===== src/sv/mrpe_pkg.sv =====
// shared types, constants and helpers of the relocation patch engine
package mrpe_pkg;

    localparam int FRAG_SLOTS = 240;
    localparam int SLOT_AW = $clog2(FRAG_SLOTS);
    localparam logic [7:0] FRAG_SLOTS_W = 8'(FRAG_SLOTS);
    localparam int UPPER_REGS = 32;

    localparam logic [31:0] ADDR_LOW = 32'h8100_0000;
    localparam logic [31:0] ADDR_HIGH = 32'h9000_0000;
    localparam logic [7:0] SLOT_BIAS = 8'h10;
    localparam logic [31:0] HI_ROUND = 32'h0000_8000;

    localparam logic [6:0] RT_WORD32 = 7'd2;
    localparam logic [6:0] RT_JUMP26 = 7'd4;
    localparam logic [6:0] RT_HI16 = 7'd5;
    localparam logic [6:0] RT_LO16 = 7'd6;

    localparam logic ACT_MAP = 1'b0;
    localparam logic ACT_RELOC = 1'b1;

    typedef struct packed {
        logic [6:0]  rtype;
        logic [23:0] offset;
        logic [31:0] word;
        logic [31:0] addr;
        logic [23:0] up_offset;
        logic [31:0] up_word;
        logic        mapped;
    } mrpe_item_t;

    typedef struct packed {
        logic [23:0] offset;
        logic [31:0] word;
    } mrpe_result_t;

    function automatic logic mrpe_in_window(input logic [31:0] a);
        return (a >= ADDR_LOW) && (a < ADDR_HIGH);
    endfunction

endpackage


===== src/sv/mrpe_patch.sv =====
// second stage: address translation and patched word assembly
module mrpe_patch (
    input  mrpe_pkg::mrpe_item_t   item,
    input  logic [31:0]            base,
    output mrpe_pkg::mrpe_result_t res0,
    output mrpe_pkg::mrpe_result_t res1,
    output logic                   two
);
    import mrpe_pkg::*;

    logic        hit;
    logic [31:0] t;
    logic [31:0] t_round;

    always_comb
    begin
        hit = item.mapped && (base != 32'h0);
        t = hit ? (base + {12'h000, item.addr[19:0]}) : item.addr;
        t_round = t + HI_ROUND;
        two = 1'b0;
        res0.offset = item.offset;
        res0.word = t;
        res1.offset = item.offset;
        res1.word = {item.word[31:16], t[15:0]};
        case (item.rtype)
            RT_JUMP26:
            begin
                res0.word = {item.word[31:26], t[27:2]};
            end
            RT_LO16:
            begin
                two = 1'b1;
                res0.offset = item.up_offset;
                res0.word = {item.up_word[31:16], t_round[31:16]};
            end
            default:
            begin
                res0.word = t;
            end
        endcase
    end

endmodule


===== config.mk =====
export PLATFORM = sky130hd
export DESIGN_NAME = mrpe_patch
export DESIGN_NICKNAME = d
export VERILOG_FILES = /design/src/sv/mrpe_pkg.sv /design/src/sv/mrpe_patch.sv
export SDC_FILE = /design/constraint.sdc
export NUM_CORES = 1
export LEC_CHECK = 0
export BUFFER_PORTS_ARGS = -buffer_cell sky130_fd_sc_hd__buf_2
export CORE_AREA = 4 4 113 115
export DETAILED_ROUTE_END_ITERATION = 8
export DIE_AREA = 0 0 117 119
export PLACE_DENSITY = 0.75
export SYNTH_ARGS = -nofsm -noshare
export SYNTH_HDL_FRONTEND = slang
export SYNTH_SLANG_ARGS = --single-unit
export TNS_END_PERCENT = 10

===== constraint.sdc =====
create_clock -name vclk -period 9
set_clock_uncertainty 0.2 [all_clocks]
set_input_delay 1.35 -clock vclk [all_inputs]
set_output_delay 1.35 -clock vclk [all_outputs]
set_load 0.01 [all_outputs]

# Word-level counts from Yosys, hierarchy flattened
# Index checks and enable logic that the tools add are counted.
# classes
n_addsub	2
eq_ne	2
mux	4
n_reduce_logical	2
# op_table
operator	count
32-bit one-hot mux with 2 select lines	1
32-bit by 16-bit adder with 32-bit output, second input constant	1
32-bit by 20-bit adder with 32-bit output	1
32-bit 2-to-1 mux	1
32-bit nonzero test	1
24-bit 2-to-1 mux	1
7-bit by 3-bit == test with 1-bit output, second input constant	2
1-bit logical AND	1
1-bit 2-to-1 mux	1
# word_totals
register_bits	0
elab_cells	10
out_inout_bits	113

# Logic depth before layout (Yosys ltp)
# logic_depth
word_depth	5
mapped_depth	14
mapped_depth_nobuf	14

# Least setup slack after synthesis
# Ideal clock, no wire load.
# synth_timing
kind	input to output
start	input port item[57] in the netlist's numbering
end	output port res0[15] in the netlist's numbering
arrival_ps	4307
required_ps	7450
cell_stages	14
setup_slack_ps	3143
path_cell_list	ha_1 -> inv_1 -> fa_1 -> and2b_1 -> o2111ai_2 -> a21o_1 -> a2111o_1 -> o211ai_1 -> ha_1 -> and3b_1 -> and3_2 -> nand4b_1 -> xor2_1 -> a21oi_1
# synth_lines
item	line	text
from (decl)	mrpe_patch.sv:3	input mrpe_pkg::mrpe_item_t item,
to (decl)	mrpe_patch.sv:5	output mrpe_pkg::mrpe_result_t res0,

==> results.json <==
{
  "antenna_found_initial": 2,
  "hold_viol": 0,
  "hpwl_um": 12800,
  "grt_max_degree": 50,
  "muxShareOfSynthArea_pct": 11.8,
  "ys_warn_count": 0,
  "peakVddDrop_uv": 26.3,
  "synth_fa_ha_area_share_pct": 7.91,
  "syn_to_final_growth_pct": 28.5,
  "drt_iter0_markers": 260,
  "dpl_worst_slack_ns": 2.45,
  "track_usage_pct": 20.0,
  "synth_top_family_by_area": "compound AO/OA/AOI/OAI gates",
  "relSlewSlack_pct": 35.6,
  "clock_power_share_pct": 0,
  "wirelength_um": 15100,
  "final_common_cell": "buf_2",
  "synth_xor_area_share_pct": 6.62,
  "cp_data_required_time_ns": 7.45,
  "ys_seq_area_share_pct": 0,
  "initial_utilization_pct": 30.3,
  "utilization_pct": 38.9,
  "p_leak_nw": 2.22,
  "syn_nets": 731,
  "fp-row-count": 40,
  "fp.dieH_um": 119,
  "layout_min_cycle_time_ns": 6.68,
  "power_density_mw_per_mm2": 64.3,
  "seqCellArea_um2": 0,
  "drc_errors": 0,
  "wl_per_cell_um": 17.7,
  "die_area_mm2": 0.0139,
  "crit_fanout": 21,
  "setup_tns_ns": 0,
  "netlist_area_mm2": 0.00357,
  "die_x_um": 117,
  "endpoint_kind": "primary output",
  "worstHoldPathType": "input pin to primary output",
  "post_cts_buffers": 0,
  "pwr-share-comb_pct": 100.0,
  "layout_common_cells": "245 x buf_2, 56 x nand2_1, 48 x a21oi_1, 40 x nor2_1, 33 x o21ai_0",
  "num_io_pins": 297,
  "hold_path_depth": 0,
  "worst-setup-path-type": "input pin to primary output",
  "core_area_mm2": 0.0118,
  "synth_simple_gate_area_share_pct": 27.9,
  "layout-drive-gt1-share_pct": 42.4,
  "netSwitchingPower_mw": 0.175,
  "holdWs_ns": 2.50,
  "fill_cells": 1283,
  "setup_slack_ns": 2.32,
  "netlist_instances": 525,
  "gp_congestion": 0.910,
  "numPortBuffers": 245,
  "overflow": 0,
  "timing.final.crit_share_pct": 74.3,
  "swShare_pct": 59.2,
  "crit_arrival_ns": 5.13,
  "rsz0062_at_grt": "false",
  "seqPwrFrac_pct": 0,
  "dr.pass1.iters": 5,
  "viasPerCell": 5.36,
  "synth.distinct_cells": 77,
  "fmax_ghz": 0.150,
  "seq_cell_count": 0,
  "fin_nets": 913,
  "clock_buffers": 0,
  "drtAntennaViolNets": 0,
  "start_kind": "input pin",
  "cts_resized": 0,
  "synth_compound_area_share_pct": 32.2,
  "grt_pass1_wl_um": 22500,
  "tightest_slew_ns": 0.958,
  "grt_pass1_vias": 4263,
  "setup_viol": 0,
  "status": "completed",
  "internal_power_mw": 0.120,
  "postSynthAreaPerCell_um2": 6.81,
  "final_max_slew_viol_count": 0,
  "postCtsHoldBufs": 0,
  "via_count": 4576,
  "cap_viol_max_count": 0
}
-- power by group through the flow --
stage	registers (mW)	logic, mW	clock network (mW)
5_1_grt	0	0.326	0
6_report	0	0.295	0.0000000149
4_1_cts	0	0.295	0
3_5_place_dp	0	0.293	0
3_3_place_gp	0	0.291	0
2_1_floorplan	0	0.189	0
-- metal layers --
metal,GRT usage [%],vias to the layer above,wire [um]
li1,-,2289,-
met1,28.4,2091,6810
met2,33.3,177,7100
met3,2.69,15,1030
met4,1.72,4,131
met5,0,-,26
-- path summary, 6_finish.rpt --
kind / slack (ns) / start / end
max: 2.32 / base[1] / res0[11]
min: 2.50 / item[110] / res1[21]
-- Yosys cell counts, types with 2 or more instances --
library cell  number  area share, %
nand2_1           56            5.9
a21oi_1           48            6.7
buf_4             41            8.6
nor2_1            40            4.2
o21ai_0           33            4.6
mux2_2            25            7.9
ha_1              21            7.4
nand3_1           20            2.8
clkbuf_1          17            1.8
inv_1             14            1.5
mux2i_1           14            3.9
xnor2_1           14            3.4
xor2_1            13            3.2
a211oi_1          11            2.3
nor4_1            11            1.9
a21o_1            10            2.1
nor2b_1            9            1.6
nor3_1             9            1.3
buf_2              8            1.1
nand4_1            8            1.4
o211ai_1           8            1.7
o21a_1             7            1.5
o22ai_1            7            1.2
and3_1             6            1.1
a31oi_1            4           0.70
nand2b_1           4           0.70
nand4b_1           4           0.98
and4_1             3           0.74
o211a_1            3           0.84
o31ai_2            3            1.1
or4_1              3           0.63
a2111o_1           2           0.63
a211oi_2           2           0.70
and3b_1            2           0.49
o21ai_1            2           0.28
o21ai_2            2           0.49
-- kinds of logic (layout without fill, tap and decap cells) --
kind of cell / count (synthesis) / in the layout
AOI/OAI and AO/OA: 164 / 164
xor gates and xnor gates: 27 / 27
adders and majority gates: 22 / 22
buffers and inverters: 83 / 263
muxes: 39 / 39
other: 0 / 1
and+or+nand+nor: 190 / 190
-- through the flow --
step	instances	total power, mW	instance area (um2)
after floorplan	525	0.189	3570
after global placement	852	0.291	4590
after detailed placement	852	0.293	4590
after CTS	852	0.295	4590
after global routing	852	0.326	4590
final	853	0.295	4590
-- critical path: stages --
cell	delay [ns]
buf_2	0.12
nor4_1	0.55
nand4_1	0.38
o21a_1	0.61
mux2i_1	0.31
o211ai_1	0.35
ha_1	0.38
and3b_1	0.22
and3_2	0.25
a21o_1	0.18
a31oi_1	0.16
a21o_1	0.14
buf_2	0.13
-- final cells by class --
class	instances	area (um2)	share of cell area (%)
diodes	1	2.50	0.0545
well taps	147	184	4.01
inverters	14	52.6	1.14
multi-input cells	442	3100	67.4
repair buffers	249	1260	27.4
No activity file was read; power rests on OpenSTA's default activity.
