**src/sv/mrpe_ram.sv**
```systemverilog
// generic single write port ram with registered read
module mrpe_ram #(
    parameter int WIDTH = 32,
    parameter int DEPTH = 16
) (
    input  logic                     clk,
    input  logic                     we,
    input  logic [$clog2(DEPTH)-1:0] waddr,
    input  logic [WIDTH-1:0]         wdata,
    input  logic                     re,
    input  logic [$clog2(DEPTH)-1:0] raddr,
    output logic [WIDTH-1:0]         rdata
);

    logic [WIDTH-1:0] mem_reg [DEPTH];

    always_ff @(posedge clk)
    begin
        if (we)
        begin
            mem_reg[waddr] <= wdata;
        end
        if (re)
        begin
            rdata <= mem_reg[raddr];
        end
    end

endmodule

```
**config.mk**
```make
export PLATFORM = sky130hd
export DESIGN_NAME = mrpe_ram
export DESIGN_NICKNAME = d
export VERILOG_FILES = /design/src/sv/mrpe_ram.sv
export SDC_FILE = /design/constraint.sdc
export NUM_CORES = 1
export LEC_CHECK = 0
export BUFFER_PORTS_ARGS = -buffer_cell sky130_fd_sc_hd__buf_4
export CAP_MARGIN = 30
export CORE_ASPECT_RATIO = 1.5
export CORE_MARGIN = 2
export CORE_UTILIZATION = 50
export CTS_CLUSTER_DIAMETER = 120
export DETAILED_ROUTE_END_ITERATION = 16
export PLACE_DENSITY = 0.69
export SYNTH_ARGS = -nofsm -noshare
export SYNTH_HDL_FRONTEND = slang
export SYNTH_SLANG_ARGS = --single-unit
```
**constraint.sdc**
```tcl
create_clock -name clk -period 3.4 [get_ports clk]
set_clock_uncertainty 0.2 [all_clocks]
set_input_delay 0.34 -clock clk [delete_from_list [all_inputs] [get_ports clk]]
set_output_delay 0.34 -clock clk [all_outputs]
set_load 0.01 [all_outputs]
```
; Yosys cells after proc, flatten, opt, wreduce, memory -nomap -nowiden
; Memories as Yosys holds them, arrays and structs flattened. A register that Yosys moved wholly into a read port is not among the register bits.
; Cells that the tools add are included.
[totals]
word_cells = 3
mem_bits_rw = 512
inputBits = 43
n_memories = 1
register_bits = 0
out_inout_bits = 32
[memory_table]
columns = memory, depth, word_bits, read_ports, rd_ports_with_merged_regs, write_ports, line_no
row1 = mem_reg, 16, 32, 1, 1, 1, 15  ; logic [WIDTH-1:0] mem_reg [DEPTH];
[op_classes]
n_mux = 2
[ops]
columns = op, count
row1 = $mux W1, 2

; Longest topological paths before layout
; Gate-level depths: netlist of run 1.
[depth]
ltp_word = 2
ltp_mapped = 5

; Worst setup path before layout of run 1
; OpenSTA, ideal clock, no wires.
[synth_path]
path_kind = input-to-reg
from = in waddr[2]
to = mem mem_reg[0][0], enable pin
path_stages = 2
slack_ps = -320
setup_time_ps = 461
n_path_buf = 0
arrival_ps = 3058
path_cell_list = or3b_2 nor3_1
[synth_lines]
columns = item, line_no
row1 = from (decl), 8  ; input logic [$clog2(DEPTH)-1:0] waddr,
row2 = to (decl), 15
; No word-level cell before the write port.

; Worst setup path after layout of run 1
[layout_path]
from = in waddr[1]
to = mem mem_reg[5][28], enable pin
; No word-level cell before the write port.

==> results.py, run 1 <==
metrics = {
    "power": {
        "leakagePower_uw": 0.00755,
        "p_int_uw": 10700,
        "ir_worst_vdd_uv": 333,
        "power.share.switching_pct": 20.1,
        "clockPowerShare_pct": 37.7,
        "p_switching_uw": 2690,
        "p_seq_share_pct": 56.9,
        "power_density_nw_per_um2": 568,
        "p_comb_share_pct": 5.4,
    },
    "clock_network": {
        "cts.clk_slew.worst_paths_ps": 70,
        "cts_hold_repair.buffers": 34,
        "tritoncts": "yes",
        "htreeDepth": 2,
        "clkLatencyLatePin_ps": 550,
        "cts_setup_buffers": 0,
        "ctsResizeCount": 0,
        "cts.sinks": 544,
        "numCtsBuffers": 47,
        "root_buffer": "clkbuf_16",
        "clockBufferDepth": 3,
    },
    "detailed_routing": {
        "dr_total_vias": 9106,
        "wl_per_cell_um": 27.1,
        "drcViolationCount": 0,
        "postRouteAntennaNets": 0,
        "via_per_inst": 5.94,
        "drtPass1Iterations": 5,
        "routed_wl_um": 41600,
        "dr.first_iter.drc_count": 890,
    },
    "synth": {
        "ys_types": 17,
        "synth_edf_count": 544,
        "yosys_warnings": 0,
        "netlist_area_um2": 20200,
        "yosysTopAreaCellShare_pct": 81.0,
        "synth.most_common_cell": "edfxtp_1",
        "syn_nets": 881,
        "synth_top_cell_by_area": "edfxtp_1",
        "ys_ff_latch": 544,
        "syn_area_per_cell_um2": 24.1,
        "ys_seq_area_share_pct": 81.0,
        "syn_inst": 838,
        "netlist_top_cells_area": "edfxtp_1 (81%), mux4_2 (14%), a22oi_1 (2.4%)",
        "async_reset_ff_share_pct": 0,
        "synth_ff_type": "edfxtp_1",
        "synth_commonest_cells": "edfxtp_1 (544), mux4_2 (128), a22oi_1 (64)",
    },
    "sta": {
        "drv_slew": 0,
        "grt_setup_unrepaired": "no",
        "timing.fmax_mhz": 428,
        "maxSlewHeadroom_pct": 46.2,
        "worst_pin_slew_ps": 805,
        "hold_viol": 0,
        "fin_crit_sh_pct": 68.7,
        "period_needed_ps": 2340,
        "final-setup-viol-count": 0,
        "fin_tns_setup_ps": 0,
    },
    "cells_and_area": {
        "antennaDiodeCount": 0,
        "area_growth_syn_to_layout_pct": 16.6,
        "finalInstanceArea_um2": 23500,
        "regArea_um2": 16300,
        "finish.utilization_pct": 58.9,
        "fill_cells": 2743,
        "drive_gt1_share_pct": 32.1,
        "finalNetCount": 1037,
        "multi_input_area_um2": 3770,
        "largest_reg_flops": 512,
    },
    "global_routing": {
        "grt_max_degree": 38,
        "antenna_found_initial": 2,
        "grt_pass1_vias": 9525,
        "overflow": 0,
        "grt_pass1_wl_um": 61800,
        "grt.total_usage_pct": 20.3,
    },
    "critical_path": {
        "crit_fanout": 15,
        "cpPeakStageDelay_ps": 580,
        "cp_common_cell": "buf_4",
        "crit_buf_inv": 3,
        "arrival_ps": 2380,
        "critPathKind": "in2reg",
        "startpoint_type": "input pin",
        "path_delay_family": "buffers and inverters",
        "critPathRequiredTime_ps": 3450,
        "cp_slowest_cell": "dlygate4sd3_1",
        "path_cells": "dlygate4sd3_1 > buf_4 > nand2b_1 > nor2_4 > buf_4",
        "end_kind": "register",
    },
    "placement": {
        "hpwl_um": 23600,
        "placement.io_buffers": 74,
        "place.gp.congestion": 0.742,
        "place_area_um2": 21800,
    },
    "floorplanning": {
        "fp-row-count": 90,
        "io_pins": 75,
        "die_area_um2": 42000,
        "die_x_um": 168,
        "start_util_pct": 50.5,
        "core_area_um2": 40000,
        "die_y_um": 250,
    },
    "run_status": {
        "status": "completed",
    },
    "job": {
        "max-cap-violations": 0,
    },
    "hold_path": {
        "hold_path_class": "in2reg",
    },
}
## cell type report
type | count | area share (%)
Clock buffer | 59 | 5.37
Clock inverter | 24 | 0.734
Multi-Input combinational cell | 251 | 16.0
Sequential cell | 544 | 69.4
Tap cell | 506 | 2.69
Timing Repair Buffer | 150 | 5.76
## routing by layer
metal  routed length (µm)  track usage, %  part of all wire (%)  up-vias
met5                   25               0                 0.060        -
met1                16200            27.2                    39     4850
li1                     -               -                     -     3906
met4                  764            5.17                   1.8        4
met2                22200            35.5                    53      286
met3                 2390            2.60                   5.8       60
## cell usage in the layout, fill, tap and decap left out, types with 3 or more instances in the layout
master and instances:
a22oi_1 64, dlygate4sd3_1 34, clkbuf_1 10, edfxtp_1 544, clkinv_2 10, clkbuf_16 49
buf_12 11, buf_4 104, nor3_4 3, nand2_1 33, clkinv_1 8, mux4_2 128
nor2_4 13
## worst reg2reg max path: stages, from the launching register on
cell	delay, ps
edfxtp_1	380
mux4_2	510
a22oi_1	250
nand2_1	90
## power by group through the flow
stage | clock network, µW | registers (µW) | logic, µW
finish | 5040 | 7600 | 727
global route | 5350 | 7600 | 782
CTS | 5110 | 7600 | 741
detailed placement | 0 | 7740 | 705
global placement | 0 | 7730 | 693
floorplan | 0 | 7750 | 361
## worst paths after layout
path,start,end,slack [ps],cells after the start
min reg2reg,mem_reg[14][6]$_DFFE_PP_,rdata[6]$_DFFE_PP_,550,3
min,re,rdata[1]$_DFFE_PP_,140,1
max,waddr[1],mem_reg[5][28]$_DFFE_PP_,1060,5
max reg2reg,mem_reg[3][9]$_DFFE_PP_,rdata[9]$_DFFE_PP_,1730,3
## per-stage QoR
stage	cells	hold WS (ps)	total power (µW)	setup slack, ps
finish	1534	140	13400	1060
global route	1534	149	13700	1010
CTS	1534	152	13400	1080
detailed placement	1417	438	8450	956
global placement	1417	433	8430	967
floorplan	838	239	8110	58.2
## cells by family after synthesis
logic type | after synthesis | share of synthesized area [%]
simple gates | 59 | 1.25
mux | 128 | 14.3
flops | 544 | 81.0
buf+inv | 43 | 1.10
compound gates | 64 | 2.38
(Power assumes the default switching activity.)
==> inputs of run 2 (changes only) <==
==> constraint.sdc (replaced) <==
create_clock -name clk -period 2 [get_ports clk]
set_clock_uncertainty 0.2 [all_clocks]
set_input_delay 0.2 -clock clk [delete_from_list [all_inputs] [get_ports clk]]
set_output_delay 0.2 -clock clk [all_outputs]
set_load 0.01 [all_outputs]
==> run 2 against run 1 <==
  * Critical path depth is 2 lower
  * Worst hold slack worse by 120 ps
  * Cell count is 0.39% higher
  * Utilization is 0.76 points higher
  * First-iteration DRC count is 14% higher
  * Flip-flop and latch count stayed put
  * Via count is 3.8% higher
  * Die area stayed put
  * Combinational power is 79% higher
  * Critical path type is now reg2reg
==> results.py, run 2 (same netlist as run 1, synthesis figures left out) <==
metrics = {
    "critical_path": {
        "crit_fanout": 1,
        "cp_slowest_cell": "mux4_2",
        "critPathKind": "reg2reg",
        "arrival_ps": 1740,
        "startpoint_type": "register",
        "end_kind": "register",
        "crit_buf_inv": 0,
        "path_delay_family": "multiplexers",
        "path_cells": "mux4_2 > a22oi_1 > nand2_1",
        "critPathRequiredTime_ps": 2100,
        "cpPeakStageDelay_ps": 490,
    },
    "detailed_routing": {
        "drtPass1Iterations": 5,
        "top_layer": "met5",
        "postRouteAntennaNets": 0,
        "dr_total_vias": 9448,
        "wl_met1_um": 17000,
        "dr.first_iter.drc_count": 1014,
        "via_per_inst": 6.14,
        "wl_met2_um": 21200,
        "routed_wl_um": 42600,
        "wl_per_cell_um": 27.7,
        "drcViolationCount": 0,
        "wl_met3_um": 3400,
    },
    "global_routing": {
        "antenna_found_initial": 1,
        "grt_pass1_vias": 9862,
        "overflow": 0,
        "grt_pass1_wl_um": 63500,
        "grt.total_usage_pct": 20.9,
        "grt_max_degree": 39,
    },
    "power": {
        "ir_worst_vdd_uv": 533,
        "leakagePower_uw": 0.00763,
        "power_density_nw_per_um2": 953,
    },
    "placement": {
        "place_area_um2": 22100,
        "hpwl_um": 21700,
        "place.gp.congestion": 0.686,
        "placement.io_buffers": 74,
    },
    "cells_and_area": {
        "largest_reg_flops": 512,
        "antennaDiodeCount": 0,
        "area_growth_syn_to_layout_pct": 18.1,
        "finish.utilization_pct": 59.6,
        "final_common_cell": "edfxtp_1",
        "final_cell_mix": "edfxtp_1 (544), mux4_2 (128), buf_4 (90)",
        "finalInstanceArea_um2": 23800,
        "finalNetCount": 1043,
        "drive_gt1_share_pct": 31.8,
    },
    "clock_network": {
        "ctsResizeCount": 0,
        "clockBufferDepth": 3,
        "cts.sinks": 544,
        "root_buffer": "clkbuf_16",
        "cts_setup_buffers": 0,
        "cts.clk_slew.worst_paths_ps": 60,
        "htreeDepth": 2,
        "tritoncts": "yes",
        "clkLatencyLatePin_ps": 560,
        "numCtsBuffers": 46,
    },
    "hold_path": {
        "hold_path_class": "in2reg",
    },
    "sta": {
        "fin_crit_sh_pct": 82.1,
        "hold_viol": 0,
        "maxSlewHeadroom_pct": 64.0,
        "drv_slew": 0,
        "timing.fmax_mhz": 609,
        "final-setup-viol-count": 0,
        "grt_setup_unrepaired": "no",
        "worst_pin_slew_ps": 539,
        "period_needed_ps": 1640,
    },
    "floorplanning": {
        "die_y_um": 250,
        "start_util_pct": 50.5,
        "core_area_um2": 40000,
        "fp-row-count": 90,
        "die_x_um": 168,
        "die_area_um2": 42000,
        "io_pins": 75,
    },
    "job": {
        "max-cap-violations": 0,
    },
    "run_status": {
        "status": "completed",
    },
}
run 2: cell types whose count changed in the layout (fill, tap and decap cells not counted), sizes merged:
cell / before / now
buf: 115 / 123
clkinv: 20 / 14
clkbuf: 60 / 65
clkinvlp: 2 / 0
bufinv: 2 / 3
dlygate4sd3: 34 / 33
inv: 0 / 1
run 2: layout make-up:
cell class,instances,area (µm²)
Tap cell,506,633
Clock buffer,64,1240
Clock inverter,18,158
Multi-Input combinational cell,251,3780
Sequential cell,544,16300
Timing Repair Buffer,157,1690
Fill cell,2708,16100
run 2: final timing paths:
kind | from | end | slack, ps | cells after the start
min reg2reg | mem_reg[15][21]$_DFFE_PP_ | rdata[21]$_DFFE_PP_ | 540 | 3
max reg2reg | mem_reg[11][4]$_DFFE_PP_ | rdata[4]$_DFFE_PP_ | 360 | 3
min | waddr[0] | mem_reg[12][24]$_DFFE_PP_ | 20 | 3
max | mem_reg[11][4]$_DFFE_PP_ | rdata[4]$_DFFE_PP_ | 360 | 3
run 2: timing repair:
item / CTS / global route
endpoints found under the setup margin: 0 / 0
endpoints found under the hold margin: 523 / 0
hold buffers: 33 / 0
run 2: tightest hold or removal path: stages:
cell and delay (ps):
buf_4 170, nor3_4 90, buf_4 150
run 2: power breakdown:
part / switching, µW / internal (µW)
clock: 3780 / 4710
sequential: 78.5 / 12800
combinational: 690 / 610
total: 4550 / 18200
run 2: layer usage:
layer / track usage, % / up-vias
met5: 0 / -
met4: 6.16 / 2
met3: 3.11 / 72
met2: 33.7 / 428
met1: 30.2 / 5035
li1: - / 3911
run 2: per-stage QoR:
step                instances  total power [µW]  hold WS [ps]  worst slack (ps)  TNS, ps
floorplan                 838             13800          98.9              -428  -149440
global placement         1424             14400           287             -28.8     -176
detailed placement       1425             14400           299             -58.4     -183
CTS                      1540             22900         0.467               358        0
global route             1540             23300          17.8               290        0
finish                   1540             22700          20.4               358        0
==> inputs of run 3 (changes only) <==
==> constraint.sdc (replaced) <==
create_clock -name clk -period 1.5 [get_ports clk]
set_clock_uncertainty 0.2 [all_clocks]
set_input_delay 0.15 -clock clk [delete_from_list [all_inputs] [get_ports clk]]
set_output_delay 0.15 -clock clk [all_outputs]
set_load 0.01 [all_outputs]
==> run 3 against run 2 <==
  * The flow now finishes with violations (negative setup slack)
  * Worst setup slack got worse by 560 ps
  * Critical endpoint is now rdata[14]$_DFFE_PP_
  * Highest routed layer is now met4
  * Largest cell class unchanged
  * Non-clock buffer count rose by 64
  * Combinational power rose by 58%
==> results.py, run 3 (same netlist as run 1, synthesis figures left out) <==
metrics = {
    "cells_and_area": {
        "fill_cells": 2559,
        "largest_reg_flops": 512,
        "multi_input_area_um2": 4050,
        "antennaDiodeCount": 0,
        "regArea_um2": 16300,
        "finalInstanceArea_um2": 25000,
        "finish.utilization_pct": 62.6,
        "final_common_cell": "edfxtp_1",
        "drive_gt1_share_pct": 41.1,
        "finalNetCount": 1108,
        "area_growth_syn_to_layout_pct": 24.1,
        "final_cell_mix": "edfxtp_1 (544), mux4_2 (128), buf_4 (115)",
    },
    "sta": {
        "fin_tns_setup_ps": -2280,
        "maxSlewHeadroom_pct": 73.8,
        "worst_slack_ps": -199,
        "fin_crit_sh_pct": 113,
        "hold_slack_ps": 43.1,
        "period_needed_ps": 1700,
        "worst_pin_slew_ps": 392,
        "hold_viol": 0,
        "grt_setup_unrepaired": "yes",
        "drv_slew": 0,
        "final-setup-viol-count": 40,
        "timing.fmax_mhz": 588,
    },
    "clock_network": {
        "htreeDepth": 2,
        "clkLatencyLatePin_ps": 580,
        "tritoncts": "yes",
        "clockBufferDepth": 3,
        "root_buffer": "clkbuf_16",
        "numCtsBuffers": 47,
        "cts.clk_slew.worst_paths_ps": 70,
        "cts.sinks": 544,
    },
    "run_status": {
        "status": "finished, violations left",
        "violations": "negative setup slack",
    },
    "detailed_routing": {
        "drcViolationCount": 0,
        "drtPass1Iterations": 5,
        "dr.first_iter.drc_count": 1036,
        "wl_per_cell_um": 27.9,
        "postRouteAntennaNets": 0,
        "via_per_inst": 6.01,
        "dr_total_vias": 9664,
        "routed_wl_um": 44800,
    },
    "hold_path": {
        "whs_path_depth": 5,
        "hold_path_class": "in2reg",
    },
    "global_routing": {
        "grt_pass1_wl_um": 65900,
        "grt_pass1_vias": 10245,
        "overflow": 0,
        "grt_max_degree": 25,
        "grt.total_usage_pct": 21.6,
        "antenna_found_initial": 0,
    },
    "floorplanning": {
        "start_util_pct": 50.5,
        "io_pins": 75,
        "die_x_um": 168,
        "die_y_um": 250,
        "core_area_um2": 40000,
        "fp-row-count": 90,
        "die_area_um2": 42000,
    },
    "placement": {
        "placement.io_buffers": 74,
        "place_area_um2": 22700,
        "place.gp.congestion": 0.737,
        "hpwl_um": 26000,
    },
    "critical_path": {
        "crit_buf_inv": 1,
        "arrival_ps": 1810,
        "regToRegSetupSlack_ps": -200,
        "end_kind": "register",
        "cpPeakStageDelay_ps": 490,
        "cp_slowest_cell": "mux4_2",
        "path_delay_family": "multiplexers",
        "reg2regPathDepth": 4,
        "cp.depth": 4,
        "critPathRequiredTime_ps": 1610,
        "startpoint_type": "register",
        "crit_fanout": 1,
        "critPathKind": "reg2reg",
        "path_cells": "mux4_2 > a22oi_2 > buf_4 > nand2_2",
    },
    "power": {
        "leakagePower_uw": 0.00815,
        "power_density_nw_per_um2": 1250,
        "ir_worst_vdd_uv": 819,
    },
    "job": {
        "max-cap-violations": 0,
    },
}
## run 3: cell types whose count changed in the layout (fill, tap and decap cells not counted), moves of 4 or more
| cell | previous run | this run |
|---|---|---|
| buf_6 | 0 | 15 |
| a22oi_2 | 0 | 49 |
| dlygate4sd3_1 | 33 | 37 |
| clkbuf_1 | 17 | 9 |
| buf_12 | 32 | 51 |
| a22oi_1 | 64 | 15 |
| buf_4 | 90 | 115 |
## run 3: layer usage
layer	share of wire [%]	GRT usage, %	vias up
met4	2.8	6.53	0
met5	0	0	-
met3	6.1	2.98	74
li1	-	-	4047
met1	38	28.2	5151
met2	53	38.0	392
## run 3: final timing paths
check,start,endpoint
worst max-delay path,mem_reg[7][14]$_DFFE_PP_,rdata[14]$_DFFE_PP_
worst min-delay path,raddr[3],rdata[17]$_DFFE_PP_
worst max register to register,mem_reg[7][14]$_DFFE_PP_,rdata[14]$_DFFE_PP_
worst min register to register,mem_reg[6][30]$_DFFE_PP_,rdata[30]$_DFFE_PP_
## run 3: metrics by stage
stage | power, µW | worst slack, ps | cells
after floorplan | 18500 | -559 | 838
after CTS | 31600 | -200 | 1603
after global routing | 32200 | -213 | 1607
after detailed placement | 19400 | -491 | 1481
final | 31400 | -199 | 1607
after global placement | 19400 | -479 | 1481
## run 3: tightest hold or removal path, delay by kind of cell
kind,cells,cell delay (ps)
AO/OA/AOI/OAI,1,90
buffers and inverters,2,290
AND/OR/NAND/NOR,2,160
## run 3: where the power goes
| group | internal [µW] | leakage [µW] | switching (µW) |
|---|---|---|---|
| combinational | 1030 | 0.00246 | 1040 |
| sequential | 17100 | 0.00494 | 117 |
| clock | 6900 | 0.000746 | 5200 |
| total | 25000 | 0.00815 | 6350 |
## run 3: area by class of cell
cell class	count	area share (%)
Sequential cell	544	65.2
Multi-Input combinational cell	251	16.2
Timing Repair Buffer	221	9.93
Clock buffer	57	4.93
Tap cell	506	2.53
Clock inverter	28	1.19
## run 3: repair_timing
item / 4_1_cts / 5_1_grt
endpoints found under the hold margin: 585 / 0
hold buffers: 37 / 0
setup endpoints to repair: 46 / 81
cloned: 0 / 2
buffers inserted: 0 / 2
pin swaps: 6 / 3
resized for setup: 47 / 18
